$ cat config.mk
export PLATFORM = sky130hd
export DESIGN_NAME = indexed_list_append_pop
export DESIGN_NICKNAME = d
export VERILOG_FILES = /design/src/sv/ila_pkg.sv /design/src/sv/indexed_list_append_pop.sv /design/src/sv/ila_ctrl.sv /design/src/sv/ila_dp.sv
export SDC_FILE = /design/constraint.sdc
export NUM_CORES = 1
export LEC_CHECK = 0
export BUFFER_PORTS_ARGS = -buffer_cell sky130_fd_sc_hd__buf_2
export CORE_ASPECT_RATIO = 0.6
export CORE_MARGIN = 10
export CORE_UTILIZATION = 64
export DETAILED_ROUTE_END_ITERATION = 8
export MAX_ROUTING_LAYER = met4
export PLACE_DENSITY = 0.83
export SYNTH_ARGS = -nofsm -noshare
export SYNTH_HDL_FRONTEND = slang
export SYNTH_HIERARCHICAL = 1
export SYNTH_SLANG_ARGS = --single-unit
export TNS_END_PERCENT = 30
$ cat constraint.sdc
create_clock -name clk -period 9.1 [get_ports clk]
set_input_delay 1.365 -clock clk [delete_from_list [all_inputs] [get_ports clk]]
set_output_delay 1.365 -clock clk [all_outputs]
set_load 0.03 [all_outputs]
$ cat src/sv/ila_pkg.sv
// ila_pkg: shared codes and the command/status bundles for the indexed list
// used by ila_ctrl, ila_dp and the indexed_list_append_pop top level
package ila_pkg;

	localparam logic [1:0] ACT_APPEND = 2'd0;
	localparam logic [1:0] ACT_POP    = 2'd1;
	localparam logic [1:0] ACT_READ   = 2'd2;

	localparam logic [1:0] ST_OK   = 2'd0;
	localparam logic [1:0] ST_NONE = 2'd1;
	localparam logic [1:0] ST_FULL = 2'd2;

	localparam logic [31:0] ERR_VALUE = 32'hFFFF_FFFF;

	localparam int DATA_W  = 32;
	localparam int POS_W   = 5;
	localparam int LEN_W   = 5;
	localparam int IN_TW   = 40;
	localparam int OUT_TW  = 40;

	// controller to datapath
	typedef struct packed {
		logic accept;
		logic append_wr;
		logic rd_idx;
		logic capture;
		logic sh_start;
		logic sh_rd;
		logic sh_wr;
		logic dec_count;
		logic load_out;
	} ila_cmd_t;

	// datapath to controller
	typedef struct packed {
		logic is_append;
		logic is_rw;
		logic pop_q;
		logic full;
		logic pos_ok;
		logic need_shift;
		logic shift_more;
		logic out_busy;
	} ila_stat_t;

endpackage

$ cat src/sv/indexed_list_append_pop.sv
// indexed_list_append_pop: bounded list of signed 32-bit values with append,
// pop at position and read at position; uses ila_pkg, ila_ctrl and ila_dp
//
//   channel  direction  fields (low bit up)
//   s_*      in         action[1:0] position[6:2] item_value[38:7], pad to 40
//   m_*      out        result_value[31:0] status[33:32] length[38:34], pad to 40
//
// one item at a time; an error result goes straight to the done step, append writes
// the storage, read and pop read the entry and capture it, and pop then moves each
// element above the popped one down with a read step and a write step in turn.
// reset clears the count, the sequencer state and the result valid;
// storage contents are undefined until written.
// a stalled result holds the block in its done step until m_tready takes it.
module indexed_list_append_pop
	import ila_pkg::*;
#(
	parameter int LIST_DEPTH = 16
) (
	input  logic              clk,
	input  logic              arst_n,
	input  logic              s_tvalid,
	output logic              s_tready,
	input  logic [IN_TW-1:0]  s_tdata,  // action, position, item_value
	output logic              m_tvalid,
	input  logic              m_tready,
	output logic [OUT_TW-1:0] m_tdata   // result_value, status, length
);

	ila_cmd_t          cmd;
	ila_stat_t         stat;
	logic [DATA_W-1:0] result_value;
	logic [1:0]        status;
	logic [LEN_W-1:0]  length;

	ila_ctrl u_ctrl (
		.clk      (clk),
		.arst_n   (arst_n),
		.in_valid (s_tvalid),
		.in_ready (s_tready),
		.stat     (stat),
		.cmd      (cmd)
	);

	ila_dp #(
		.LIST_DEPTH (LIST_DEPTH)
	) u_dp (
		.clk          (clk),
		.arst_n       (arst_n),
		.action       (s_tdata[1:0]),
		.position     (s_tdata[6:2]),
		.item_value   (s_tdata[38:7]),
		.cmd          (cmd),
		.stat         (stat),
		.out_valid    (m_tvalid),
		.out_ready    (m_tready),
		.result_value (result_value),
		.status       (status),
		.length       (length)
	);

	assign m_tdata = {1'b0, length, status, result_value};

endmodule

$ cat src/sv/ila_ctrl.sv
// ila_ctrl: sequencer for append, read and pop with shift-down of later entries
// depends on ila_pkg for the command and status bundles
module ila_ctrl
	import ila_pkg::*;
(
	input  logic      clk,
	input  logic      arst_n,
	input  logic      in_valid,
	output logic      in_ready,
	input  ila_stat_t stat,
	output ila_cmd_t  cmd
);

	typedef enum logic [6:0] {
		S_IDLE   = 7'b0000001,
		S_APPEND = 7'b0000010,
		S_READ   = 7'b0000100,
		S_RWAIT  = 7'b0001000,
		S_SH_RD  = 7'b0010000,
		S_SH_WR  = 7'b0100000,
		S_DONE   = 7'b1000000
	} ila_state_t;

	ila_state_t state_q, state_d;

	assign in_ready = (state_q == S_IDLE);

	always_comb begin
		state_d = state_q;
		cmd     = '0;
		case (state_q)
			S_IDLE: begin
				if (in_valid) begin
					cmd.accept = 1'b1;
					if (stat.is_append && !stat.full)
						state_d = S_APPEND;
					else if (stat.is_rw && stat.pos_ok)
						state_d = S_READ;
					else
						state_d = S_DONE;
				end
			end
			S_APPEND: begin
				cmd.append_wr = 1'b1;
				state_d       = S_DONE;
			end
			S_READ: begin
				cmd.rd_idx = 1'b1;
				state_d    = S_RWAIT;
			end
			S_RWAIT: begin
				cmd.capture = 1'b1;
				if (stat.pop_q) begin
					if (stat.need_shift) begin
						cmd.sh_start = 1'b1;
						state_d      = S_SH_RD;
					end else begin
						cmd.dec_count = 1'b1;
						state_d       = S_DONE;
					end
				end else begin
					state_d = S_DONE;
				end
			end
			S_SH_RD: begin
				cmd.sh_rd = 1'b1;
				state_d   = S_SH_WR;
			end
			S_SH_WR: begin
				cmd.sh_wr = 1'b1;
				if (stat.shift_more) begin
					state_d = S_SH_RD;
				end else begin
					cmd.dec_count = 1'b1;
					state_d       = S_DONE;
				end
			end
			S_DONE: begin
				// hold the result until the output register frees up
				if (!stat.out_busy) begin
					cmd.load_out = 1'b1;
					state_d      = S_IDLE;
				end
			end
			default: begin
				state_d = S_IDLE;
			end
		endcase
	end

	always_ff @(posedge clk or negedge arst_n) begin
		if (!arst_n) begin
			state_q <= S_IDLE;
		end else begin
			state_q <= state_d;
		end
	end

endmodule

$ cat src/sv/ila_dp.sv
// ila_dp: list storage, element count, position resolution and result register
// depends on ila_pkg; driven by ila_ctrl through ila_cmd_t
module ila_dp
	import ila_pkg::*;
#(
	parameter int LIST_DEPTH = 16
) (
	input  logic              clk,
	input  logic              arst_n,
	input  logic [1:0]        action,
	input  logic [POS_W-1:0]  position,
	input  logic [DATA_W-1:0] item_value,
	input  ila_cmd_t          cmd,
	output ila_stat_t         stat,
	output logic              out_valid,
	input  logic              out_ready,
	output logic [DATA_W-1:0] result_value,
	output logic [1:0]        status,
	output logic [LEN_W-1:0]  length
);

	localparam int AW   = (LIST_DEPTH > 1) ? $clog2(LIST_DEPTH) : 1;
	localparam int CW   = $clog2(LIST_DEPTH + 1);
	localparam int CMPW = (CW > POS_W) ? CW : POS_W;

	logic [DATA_W-1:0] mem [LIST_DEPTH];
	logic [DATA_W-1:0] rdata_q;

	logic [CW-1:0]     count_q;
	logic [AW-1:0]     idx_q;
	logic [AW-1:0]     ptr_q;
	logic              pop_q;
	logic [DATA_W-1:0] value_q;
	logic [1:0]        res_status_q;
	logic [DATA_W-1:0] res_value_q;

	logic              out_valid_q;
	logic [DATA_W-1:0] out_value_q;
	logic [1:0]        out_status_q;
	logic [LEN_W-1:0]  out_length_q;

	logic              pos_last;
	logic              full;
	logic              pos_ok;
	logic [AW-1:0]     idx_d;
	logic [CMPW-1:0]   pos_ext;
	logic [CMPW-1:0]   cnt_ext;
	logic              is_append;
	logic              is_rw;

	logic              wr_en;
	logic [AW-1:0]     wr_addr;
	logic [DATA_W-1:0] wr_data;
	logic              rd_en;
	logic [AW-1:0]     rd_addr;

	// position decode against the current count
	assign is_append = (action == ACT_APPEND);
	assign is_rw     = action inside {ACT_POP, ACT_READ};
	assign pos_last  = (position == {POS_W{1'b1}});
	assign full      = (count_q == CW'(LIST_DEPTH));
	assign pos_ext   = CMPW'(position[POS_W-2:0]);
	assign cnt_ext   = CMPW'(count_q);
	assign pos_ok    = (count_q != '0) &&
		(pos_last || (!position[POS_W-1] && (pos_ext < cnt_ext)));
	assign idx_d     = pos_last ? AW'(count_q - CW'(1)) : AW'(position[POS_W-2:0]);

	assign stat.is_append  = is_append;
	assign stat.is_rw      = is_rw;
	assign stat.pop_q      = pop_q;
	assign stat.full       = full;
	assign stat.pos_ok     = pos_ok;
	assign stat.need_shift = ((CW'(idx_q) + CW'(1)) < count_q);
	assign stat.shift_more = ((CW'(ptr_q) + CW'(2)) < count_q);
	assign stat.out_busy   = out_valid_q && !out_ready;

	// single write and single read port
	assign wr_en   = cmd.append_wr || cmd.sh_wr;
	assign wr_addr = cmd.sh_wr ? ptr_q : AW'(count_q);
	assign wr_data = cmd.sh_wr ? rdata_q : value_q;
	assign rd_en   = cmd.rd_idx || cmd.sh_rd;
	assign rd_addr = cmd.sh_rd ? (ptr_q + AW'(1)) : idx_q;

	always_ff @(posedge clk) begin
		if (wr_en)
			mem[wr_addr] <= wr_data;
		if (rd_en)
			rdata_q <= mem[rd_addr];
	end

	always_ff @(posedge clk or negedge arst_n) begin
		if (!arst_n) begin
			count_q <= '0;
		end else if (cmd.append_wr) begin
			count_q <= count_q + CW'(1);
		end else if (cmd.dec_count) begin
			count_q <= count_q - CW'(1);
		end
	end

	always_ff @(posedge clk) begin
		if (cmd.accept) begin
			pop_q   <= (action == ACT_POP);
			idx_q   <= idx_d;
			value_q <= item_value;
			if (is_append) begin
				res_status_q <= full ? ST_FULL : ST_OK;
				res_value_q  <= full ? ERR_VALUE : '0;
			end else if (is_rw && pos_ok) begin
				res_status_q <= ST_OK;
				res_value_q  <= '0;
			end else begin
				res_status_q <= ST_NONE;
				res_value_q  <= ERR_VALUE;
			end
		end
		if (cmd.capture)
			res_value_q <= rdata_q;
		if (cmd.sh_start)
			ptr_q <= idx_q;
		else if (cmd.sh_wr)
			ptr_q <= ptr_q + AW'(1);
	end

	// output register
	always_ff @(posedge clk or negedge arst_n) begin
		if (!arst_n) begin
			out_valid_q <= 1'b0;
		end else if (cmd.load_out) begin
			out_valid_q <= 1'b1;
		end else if (out_ready) begin
			out_valid_q <= 1'b0;
		end
	end

	always_ff @(posedge clk) begin
		if (cmd.load_out) begin
			out_value_q  <= res_value_q;
			out_status_q <= res_status_q;
			out_length_q <= LEN_W'(count_q);
		end
	end

	assign out_valid    = out_valid_q;
	assign result_value = out_value_q;
	assign status       = out_status_q;
	assign length       = out_length_q;

	a_count_bound: assert property (@(posedge clk) disable iff (!arst_n)
		count_q <= CW'(LIST_DEPTH))
		else $error("element count above list depth");

	a_pop_dec: assert property (@(posedge clk) disable iff (!arst_n)
		cmd.dec_count |=> (count_q == $past(count_q) - CW'(1)))
		else $error("pop did not drop the count by one");

	a_no_overwrite: assert property (@(posedge clk) disable iff (!arst_n)
		cmd.load_out |-> !(out_valid_q && !out_ready))
		else $error("result loaded over a waiting result");

	a_append_room: assert property (@(posedge clk) disable iff (!arst_n)
		cmd.append_wr |-> !full)
		else $error("append written into a full list");

endmodule

### After elaboration in Yosys (flattened, before gate mapping)

Memories as Yosys holds them, arrays and structs flattened. A register that Yosys moved wholly into a read port is not among the register bits.
Cells that the tools add are included.

| storage, ports and cells | value |
|---|---|
| RAM bits | 512 |
| memories | 1 |
| flip-flop bits (word level) | 127 |
| bits of input ports | 44 |

Memory list:

| name | words | bits a word | read ports | clocked after memory_dff | write ports | RTL line | text |
|---|---|---|---|---|---|---|---|
| u_dp.mem | 16 | 32 | 1 | 1 | 1 | ila_dp.sv:26 | `logic [DATA_W-1:0] mem [LIST_DEPTH];` |

| cells by class | value |
|---|---|
| add/sub/neg operators | 5 |
| magnitude comparators | 3 |
| muxes and demuxes | 43 |
| reduce and logical (&&, ||, !) cells | 19 |
| equality and inequality tests | 13 |

Operators with widths:

| cell | count |
|---|---|
| two-way mux 32 bit | 6 |
| two-way mux 7 bit | 7 |
| case mux 7 bit (7 select lines) | 1 |
| two-way mux 4 bit | 5 |
| two-way mux 1 bit | 18 |
| == test 5 bit (second input constant) | 2 |
| < comparator 5 bit | 2 |
| two-way mux 5 bit | 2 |
| nonzero test 2 bit | 5 |
| == test 7 x 1 -> 1 bit (second input constant) | 1 |
| == test 7 x 2 -> 1 bit (second input constant) | 1 |
| == test 7 x 3 -> 1 bit (second input constant) | 1 |
| == test 7 x 4 -> 1 bit (second input constant) | 1 |
| == test 7 x 5 -> 1 bit (second input constant) | 1 |
| == test 7 x 6 -> 1 bit (second input constant) | 1 |
| == test 7 bit (second input constant) | 1 |
| two-way mux 2 bit | 3 |
| adder 4 x 1 -> 5 bit (second input constant) | 1 |
| adder 4 x 2 -> 5 bit (second input constant) | 1 |
| adder 5 x 1 -> 5 bit (second input constant) | 1 |
| logical AND 1 bit | 5 |
| < comparator 4 x 5 -> 1 bit | 1 |
| nonzero test 5 bit | 1 |
| subtractor 5 x 1 -> 5 bit (second input constant) | 1 |
| 9 further kinds | 14 |

### Longest topological paths before layout

Gate-level depths: netlist (run 1).

| logic depth | value |
|---|---|
| depth after elaboration | 9 |
| gate-level depth with buffers | 13 |

### Hierarchy

Netlist (run 1), hierarchy kept.

Modules (own cells, without submodules):

| module | area an instance (um2) | seq. area each (um2) | cells each | instances |
|---|---|---|---|---|
| ila_dp | 25,744.7 | 19,909.1 | 1,189 | 1 |
| ila_ctrl | 511.7 | 176.4 | 57 | 1 |
| indexed_list_append_pop | 11.3 | 0.0 | 2 | 1 |

### Worst setup path before layout (run 1)

No wires, ideal clock.

| path | value |
|---|---|
| path kind | input port to flip-flop |
| from | input port m_tready |
| to | register u_dp.out_length_q[0] (netlist: u_dp/length[0]), enable pin |
| stages on the path | 2 |
| data arrival time | 5.567 ns |
| setup time | 0.549 ns |
| buffers on the path | 0 |
| path slack | 2.984 ns |
| cells stage by stage | nor2b_1 > nor4b_1 |

RTL lines:

| what | RTL line | text |
|---|---|---|
| start: declaration | indexed_list_append_pop.sv:25 | `input logic m_tready,` |
| end signal: assignment | ila_dp.sv:140 | `out_length_q <= LEN_W'(count_q);` |
| end: declaration | ila_dp.sv:40 | `logic [LEN_W-1:0] out_length_q;` |

==> results of run 1 <==
[cell families after synthesis]
| family | synth area share [%] |
|---|---|
| fa+ha+maj | 0.905 |
| flops | 76.5 |
| xor+xnor | 0.400 |
| buf+inv | 1.84 |
| compound gates | 1.76 |
| simple gates | 2.33 |
| mux | 16.3 |
| other cells | 0.0143 |
[final cells by class]
cell class | instances | area (um2) | share of cell area [%]
timing repair buffer | 112 | 646 | 2.22
clock buffer | 71 | 1480 | 5.09
tap | 531 | 664 | 2.29
multi-input combinational | 491 | 5880 | 20.2
sequential | 671 | 20100 | 69.1
inverter | 18 | 67.6 | 0.233
clock inverter | 29 | 233 | 0.801
[worst paths after layout]
kind | cells after the start | slack [ns] | end | from
worst max-delay path | 8 | 4.76 | u_dp/rdata_q[15] | u_ctrl/state_q[6]
worst min-delay path | 0 | 0.42 | u_dp/result_value[1] | u_dp/res_value_q[1]
worst max register to register | 8 | 4.76 | u_dp/rdata_q[15] | u_ctrl/state_q[6]
worst min register to register | 0 | 0.42 | u_dp/result_value[1] | u_dp/res_value_q[1]
max in group asynchronous | 1 | 8.16 | u_ctrl/state_q[0] | arst_n
min in group asynchronous | 1 | 0.65 | u_ctrl/state_q[2] | arst_n
[per-layer routing]
| metal | up-vias | GRT usage [%] |
|---|---|---|
| li1 | 5280 | - |
| met1 | 6612 | 31.2 |
| met2 | 721 | 36.9 |
| met3 | 102 | 4.70 |
| met4 | 0 | 6.97 |
| met5 | - | - |
[sequential cells by signal (all words and copies together), names as in the netlist]
signal	cells
u_dp/result_value	32
u_dp/idx_q	4
u_dp/rdata_q	32
u_dp/pop_q	1
u_dp/status	2
u_ctrl/state_q	7
u_dp/ptr_q	4
u_dp/value_q	32
u_dp/length	5
u_dp/res_value_q	32
u_dp/out_valid	1
u_dp/cnt_ext	5
u_dp/res_status_q	2
u_dp/mem	512
[worst register-to-register path, cell delays in order, from the launching register on]
cell     delay (ns)
dfrtp_1        0.52
nor3_1         0.27
and4b_2        0.49
mux2i_4        0.28
buf_4          0.81
buf_4          0.88
mux4_2         0.47
mux2i_1        0.22
mux2i_1        0.13
[power by group]
| group | switching (mW) | internal [mW] | total [mW] | leakage [nW] |
|---|---|---|---|---|
| clock | 1.03 | 1.26 | 2.29 | 0.835 |
| combinational | 0.595 | 0.368 | 0.963 | 2.60 |
| sequential | 0.0632 | 3.65 | 3.72 | 6.10 |
| total | 1.69 | 5.28 | 6.97 | 9.53 |
[per-stage QoR]
stage / cell area [um2] / setup slack, ns / power, mW / hold slack (ns) / instances
after floorplan: 26300 / 2.98 / 4.48 / 0.400 / 1248
after global placement: 27300 / 5.00 / 4.69 / 0.401 / 1823
after CTS: 29100 / 4.80 / 7.00 / 0.421 / 1923
after detailed placement: 27300 / 4.89 / 4.73 / 0.405 / 1823
final: 29100 / 4.76 / 6.97 / 0.421 / 1923
after global routing: 29100 / 4.61 / 7.19 / 0.427 / 1923
[placed cells by master (no fill, tap or decap), types with 7 or more instances in the layout]
| master | synthesis | final |
|---|---|---|
| a31oi_1 | 7 | 7 |
| buf_2 | 26 | 83 |
| buf_4 | 8 | 28 |
| clkbuf_1 | 17 | 14 |
| clkbuf_16 | 0 | 57 |
| clkinv_1 | 0 | 15 |
| clkinv_2 | 0 | 8 |
| dfrtp_1 | 12 | 12 |
| edfxtp_1 | 658 | 658 |
| ha_1 | 19 | 19 |
| inv_1 | 15 | 13 |
| mux2_2 | 30 | 30 |
| mux2i_1 | 101 | 98 |
| mux4_2 | 128 | 128 |
| nand2_1 | 49 | 49 |
| nand3_1 | 7 | 7 |
| nor2_1 | 24 | 8 |
| nor2_4 | 0 | 16 |
| nor3_1 | 11 | 11 |
| o21ai_1 | 34 | 34 |
| xnor2_1 | 8 | 8 |
==> impl_metrics.json, run 1 <==
{
  "htree_levels": 2,
  "cts.sinks": 671,
  "synth.avg_cell_area_um2": 21.0,
  "clock_latency_ns": 0.59,
  "top_layer_used": "met4",
  "setup_viol": 0,
  "finalClockSkew_ns": 0.0154,
  "drive_gt1_share_pct": 27.4,
  "dp_hpwl_mm": 28.2,
  "clock.fmax_ghz": 0.230,
  "setup-tns-final_ns": 0,
  "io_pins": 86,
  "wire_per_inst_um": 29.4,
  "yosysTopAreaCell": "edfxtp_1",
  "critPathTopFamily": "buffers and inverters",
  "grt_pass1_wl_mm": 83.0,
  "diodes": 0,
  "clockBufferDepth": 3,
  "dr_wl_met2_mm": 27.8,
  "min_path_type": "reg -> reg",
  "areaGrowthSynthToFinish_pct": 10.6,
  "synthFlopType": "edfxtp_1",
  "root_buffer": "clkbuf_16",
  "status": "completed",
  "syn_nets": 1311,
  "synth_warnings": 6,
  "ys_seq_area_share_pct": 76.5,
  "critical_path.endpoint_type": "flip-flop",
  "post-route-drc-count": 0,
  "cts_resized": 0,
  "num_rows": 57,
  "start_util_pct": 64.8,
  "rsz0062_at_grt": "no",
  "finalHoldViolCount": 0,
  "drv_cap": 0,
  "drt-total-wl_mm": 56.5,
  "clk_pin_slew_ns": 0.07,
  "dieWidth_um": 282,
  "vias": 12700,
  "power_density_mw_per_mm2": 240,
  "drtIter0Drc": 1886,
  "final_util_pct": 71.7,
  "critPathBufInv": 2,
  "start_kind": "flip-flop",
  "critical-path-max-stage-delay_ns": 0.82,
  "synth_commonest_cells": "edfxtp_1, mux4_2, mux2i_1",
  "core_mm2": 0.0405,
  "synthCells": 1248,
  "dieArea_mm2": 0.0498,
  "antenna_found_initial": 0,
  "viasPerCell": 6.61,
  "worst-endpoint-arrival_ns": 4.64,
  "die_h_um": 177,
  "critPathMaxFanout": 69,
  "grt_overflow": 0,
  "port_buffers": 83,
  "dr_wl_met3_mm": 5.50,
  "cts_tree": "built",
  "grt_usage_pct": 23.5,
  "yosysTopAreaCellShare_pct": 75.2,
  "synth.most_common_cell": "edfxtp_1",
  "synth_edf_count": 658,
  "cp_cell_sequence": "nor3_1, and4b_2, mux2i_4, buf_4, buf_4, mux4_2, mux2i_1, mux2i_1",
  "postRouteAntennaNets": 0,
  "wl_met1_mm": 21.8,
  "ir_drop_uv": 145,
  "timing.slew.headroom_pct": 27.5,
  "first_pass_iters": 5,
  "syn_area_mm2": 0.0263,
  "synthArstFlopShare_pct": 1.94,
  "slowest_stage": "buf_4",
  "required_ns": 9.40,
  "tightest_slew_ns": 1.09,
  "fill_cells": 2244,
  "final_nets": 1413,
  "numCtsBuffers": 56,
  "grt_max_degree": 111,
  "cts_hold_buf": 0,
  "fin_crit_ns": 4.34,
  "yosys-top-cells-area": "edfxtp_1, mux4_2, mux2i_1, mux2_2, dfrtp_1",
  "grt_pass1_vias": 12900,
  "period_share_pct": 47.7,
  "cts_setup_buffers": 0,
  "finalMaxSlewViolations": 0,
  "ys_ff_latch": 671,
  "crit_type": "reg -> reg",
  "synth_cell_types": 55,
  "leakage_nw": 9.53,
  "place.gp.congestion": 0.812
}
Note: power is estimated with default switching activity, not from simulation.
==> run 2, diff against run 1 <==
CORE_UTILIZATION = 62   (was 64)
PLACE_DENSITY = 0.81   (was 0.83)
clock period = 4.2 ns   (was 9.1 ns; I/O delays follow)
==> impl_metrics.json, run 2 (synthesis gave the netlist of run 1 again) <==
{
  "grt_usage_pct": 22.7,
  "pwr-share-comb_pct": 13.9,
  "clockPowerShare_pct": 33.9,
  "critPathBufInv": 1,
  "cts_hold_buf": 1,
  "min_path_type": "in -> reg",
  "finalClockSkew_ns": 0.0178,
  "clk_pin_slew_ns": 0.07,
  "start_kind": "flip-flop",
  "start_util_pct": 62.7,
  "numCtsBuffers": 56,
  "clock_latency_ns": 0.60,
  "grt_pass1_vias": 13000,
  "final_common_cell": "edfxtp_1",
  "r2r_start": "u_ctrl/state_q[3]",
  "period_share_pct": 79.8,
  "setup_viol": 0,
  "wire_per_inst_um": 28.6,
  "status": "completed",
  "root_buffer": "clkbuf_16",
  "cts_setup_buffers": 0,
  "tightest_slew_ns": 1.04,
  "cp_common_cell": "mux2i_1",
  "switching_share_pct": 24.3,
  "core_mm2": 0.0419,
  "ir_drop_uv": 315,
  "grt_pass1_wl_mm": 84.6,
  "power_density_mw_per_mm2": 523,
  "critical-path-max-stage-delay_ns": 0.55,
  "grt_overflow": 0,
  "first_pass_iters": 5,
  "cts.sinks": 671,
  "slowest_stage": "mux2i_4",
  "fill_cells": 2423,
  "drtIter0Drc": 1555,
  "viasPerCell": 6.41,
  "vias": 12700,
  "htree_levels": 2,
  "final_util_pct": 70.4,
  "crit_type": "reg -> reg",
  "pwr-share-seq_pct": 52.2,
  "postRouteAntennaNets": 0,
  "place.gp.congestion": 0.797,
  "drv_cap": 0,
  "timing.slew.headroom_pct": 30.5,
  "final_cell_mix": "edfxtp_1, mux4_2, mux2i_1",
  "critical_path.endpoint_type": "flip-flop",
  "hp-start": "s_tdata[17]",
  "setup-tns-final_ns": 0,
  "regMostFlops": "u_dp/mem",
  "critPathTopFamily": "multiplexers",
  "multi_input_area_mm2": 0.00589,
  "areaGrowthSynthToFinish_pct": 12.2,
  "final_nets": 1428,
  "antenna_found_initial": 0,
  "diodes": 0,
  "clock.fmax_ghz": 0.298,
  "worst-endpoint-arrival_ns": 3.66,
  "finalMaxSlewViolations": 0,
  "cts_tree": "built",
  "grt_max_degree": 43,
  "clockBufferDepth": 3,
  "dieWidth_um": 286,
  "rsz0062_at_grt": "no",
  "intPower_mw": 11.7,
  "dp_hpwl_mm": 29.4,
  "cts_resized": 0,
  "regArea_mm2": 0.0201,
  "num_rows": 58,
  "drt-total-wl_mm": 56.7,
  "finalHoldViolCount": 0,
  "die_h_um": 179,
  "io_pins": 86,
  "p_switching_mw": 3.75,
  "critPathLaunch": "u_ctrl/state_q[3]",
  "post-route-drc-count": 0,
  "dieArea_mm2": 0.0513,
  "drive_gt1_share_pct": 28.9,
  "critPathMaxFanout": 31,
  "port_buffers": 83,
  "largest_register_ffs": 512,
  "fin_crit_ns": 3.35,
  "required_ns": 4.51,
  "leakage_nw": 9.69,
  "cp_cell_sequence": "nor2_1, and4b_2, mux2i_4, buf_12, mux4_2, mux2i_1, mux2i_1"
}
==> run 2: power groups by stage <==
stage | clock network, mW | registers (mW) | logic (mW)
2_1_floorplan | 0 | 8.24 | 1.46
3_3_place_gp | 0 | 8.18 | 2.04
3_5_place_dp | 0 | 8.19 | 2.13
4_1_cts | 5.31 | 8.05 | 2.15
5_1_grt | 5.56 | 8.07 | 2.30
6_report | 5.22 | 8.05 | 2.15
==> run 2: layout make-up <==
| type | count | area share (%) |
|---|---|---|
| Inverter | 18 | 0.229 |
| Clock inverter | 33 | 1.13 |
| Multi-Input combinational cell | 491 | 20.0 |
| Clock buffer | 70 | 5.08 |
| Tap cell | 570 | 2.42 |
| Timing Repair Buffer | 127 | 3.01 |
| Sequential cell | 671 | 68.2 |
==> run 2: final timing paths <==
kind                                         to  slack, ns  depth (start not counted)
min reg2reg                u_dp/result_value[3]       0.41                          0
max                            u_dp/rdata_q[23]       0.85                          7
max in group asynchronous     u_ctrl/state_q[0]       3.44                          2
min in group asynchronous        u_dp/out_valid       0.46                          2
max reg2reg                    u_dp/rdata_q[23]       0.85                          7
min                            u_dp/value_q[10]       0.20                          1
==> run 2: through the flow <==
step	setup slack, ns	std cells	hold slack (ns)	instance area (um2)	total power [mW]
finish	0.846	1980	0.202	29500	15.4
global route	0.622	1980	0.173	29500	15.9
CTS	0.815	1980	0.174	29500	15.5
detailed placement	0.839	1876	0.406	27600	10.3
global placement	0.889	1876	0.402	27600	10.2
floorplan	0.566	1248	0.334	26300	9.70
==> run 2: layer usage <==
metal / vias to the layer above / share of wire [%] / global-route usage, %
met5: - / 0 / -
met4: 0 / 2.3 / 5.92
met3: 98 / 8.9 / 4.02
met2: 649 / 50 / 36.3
met1: 6625 / 39 / 30.3
li1: 5320 / - / -
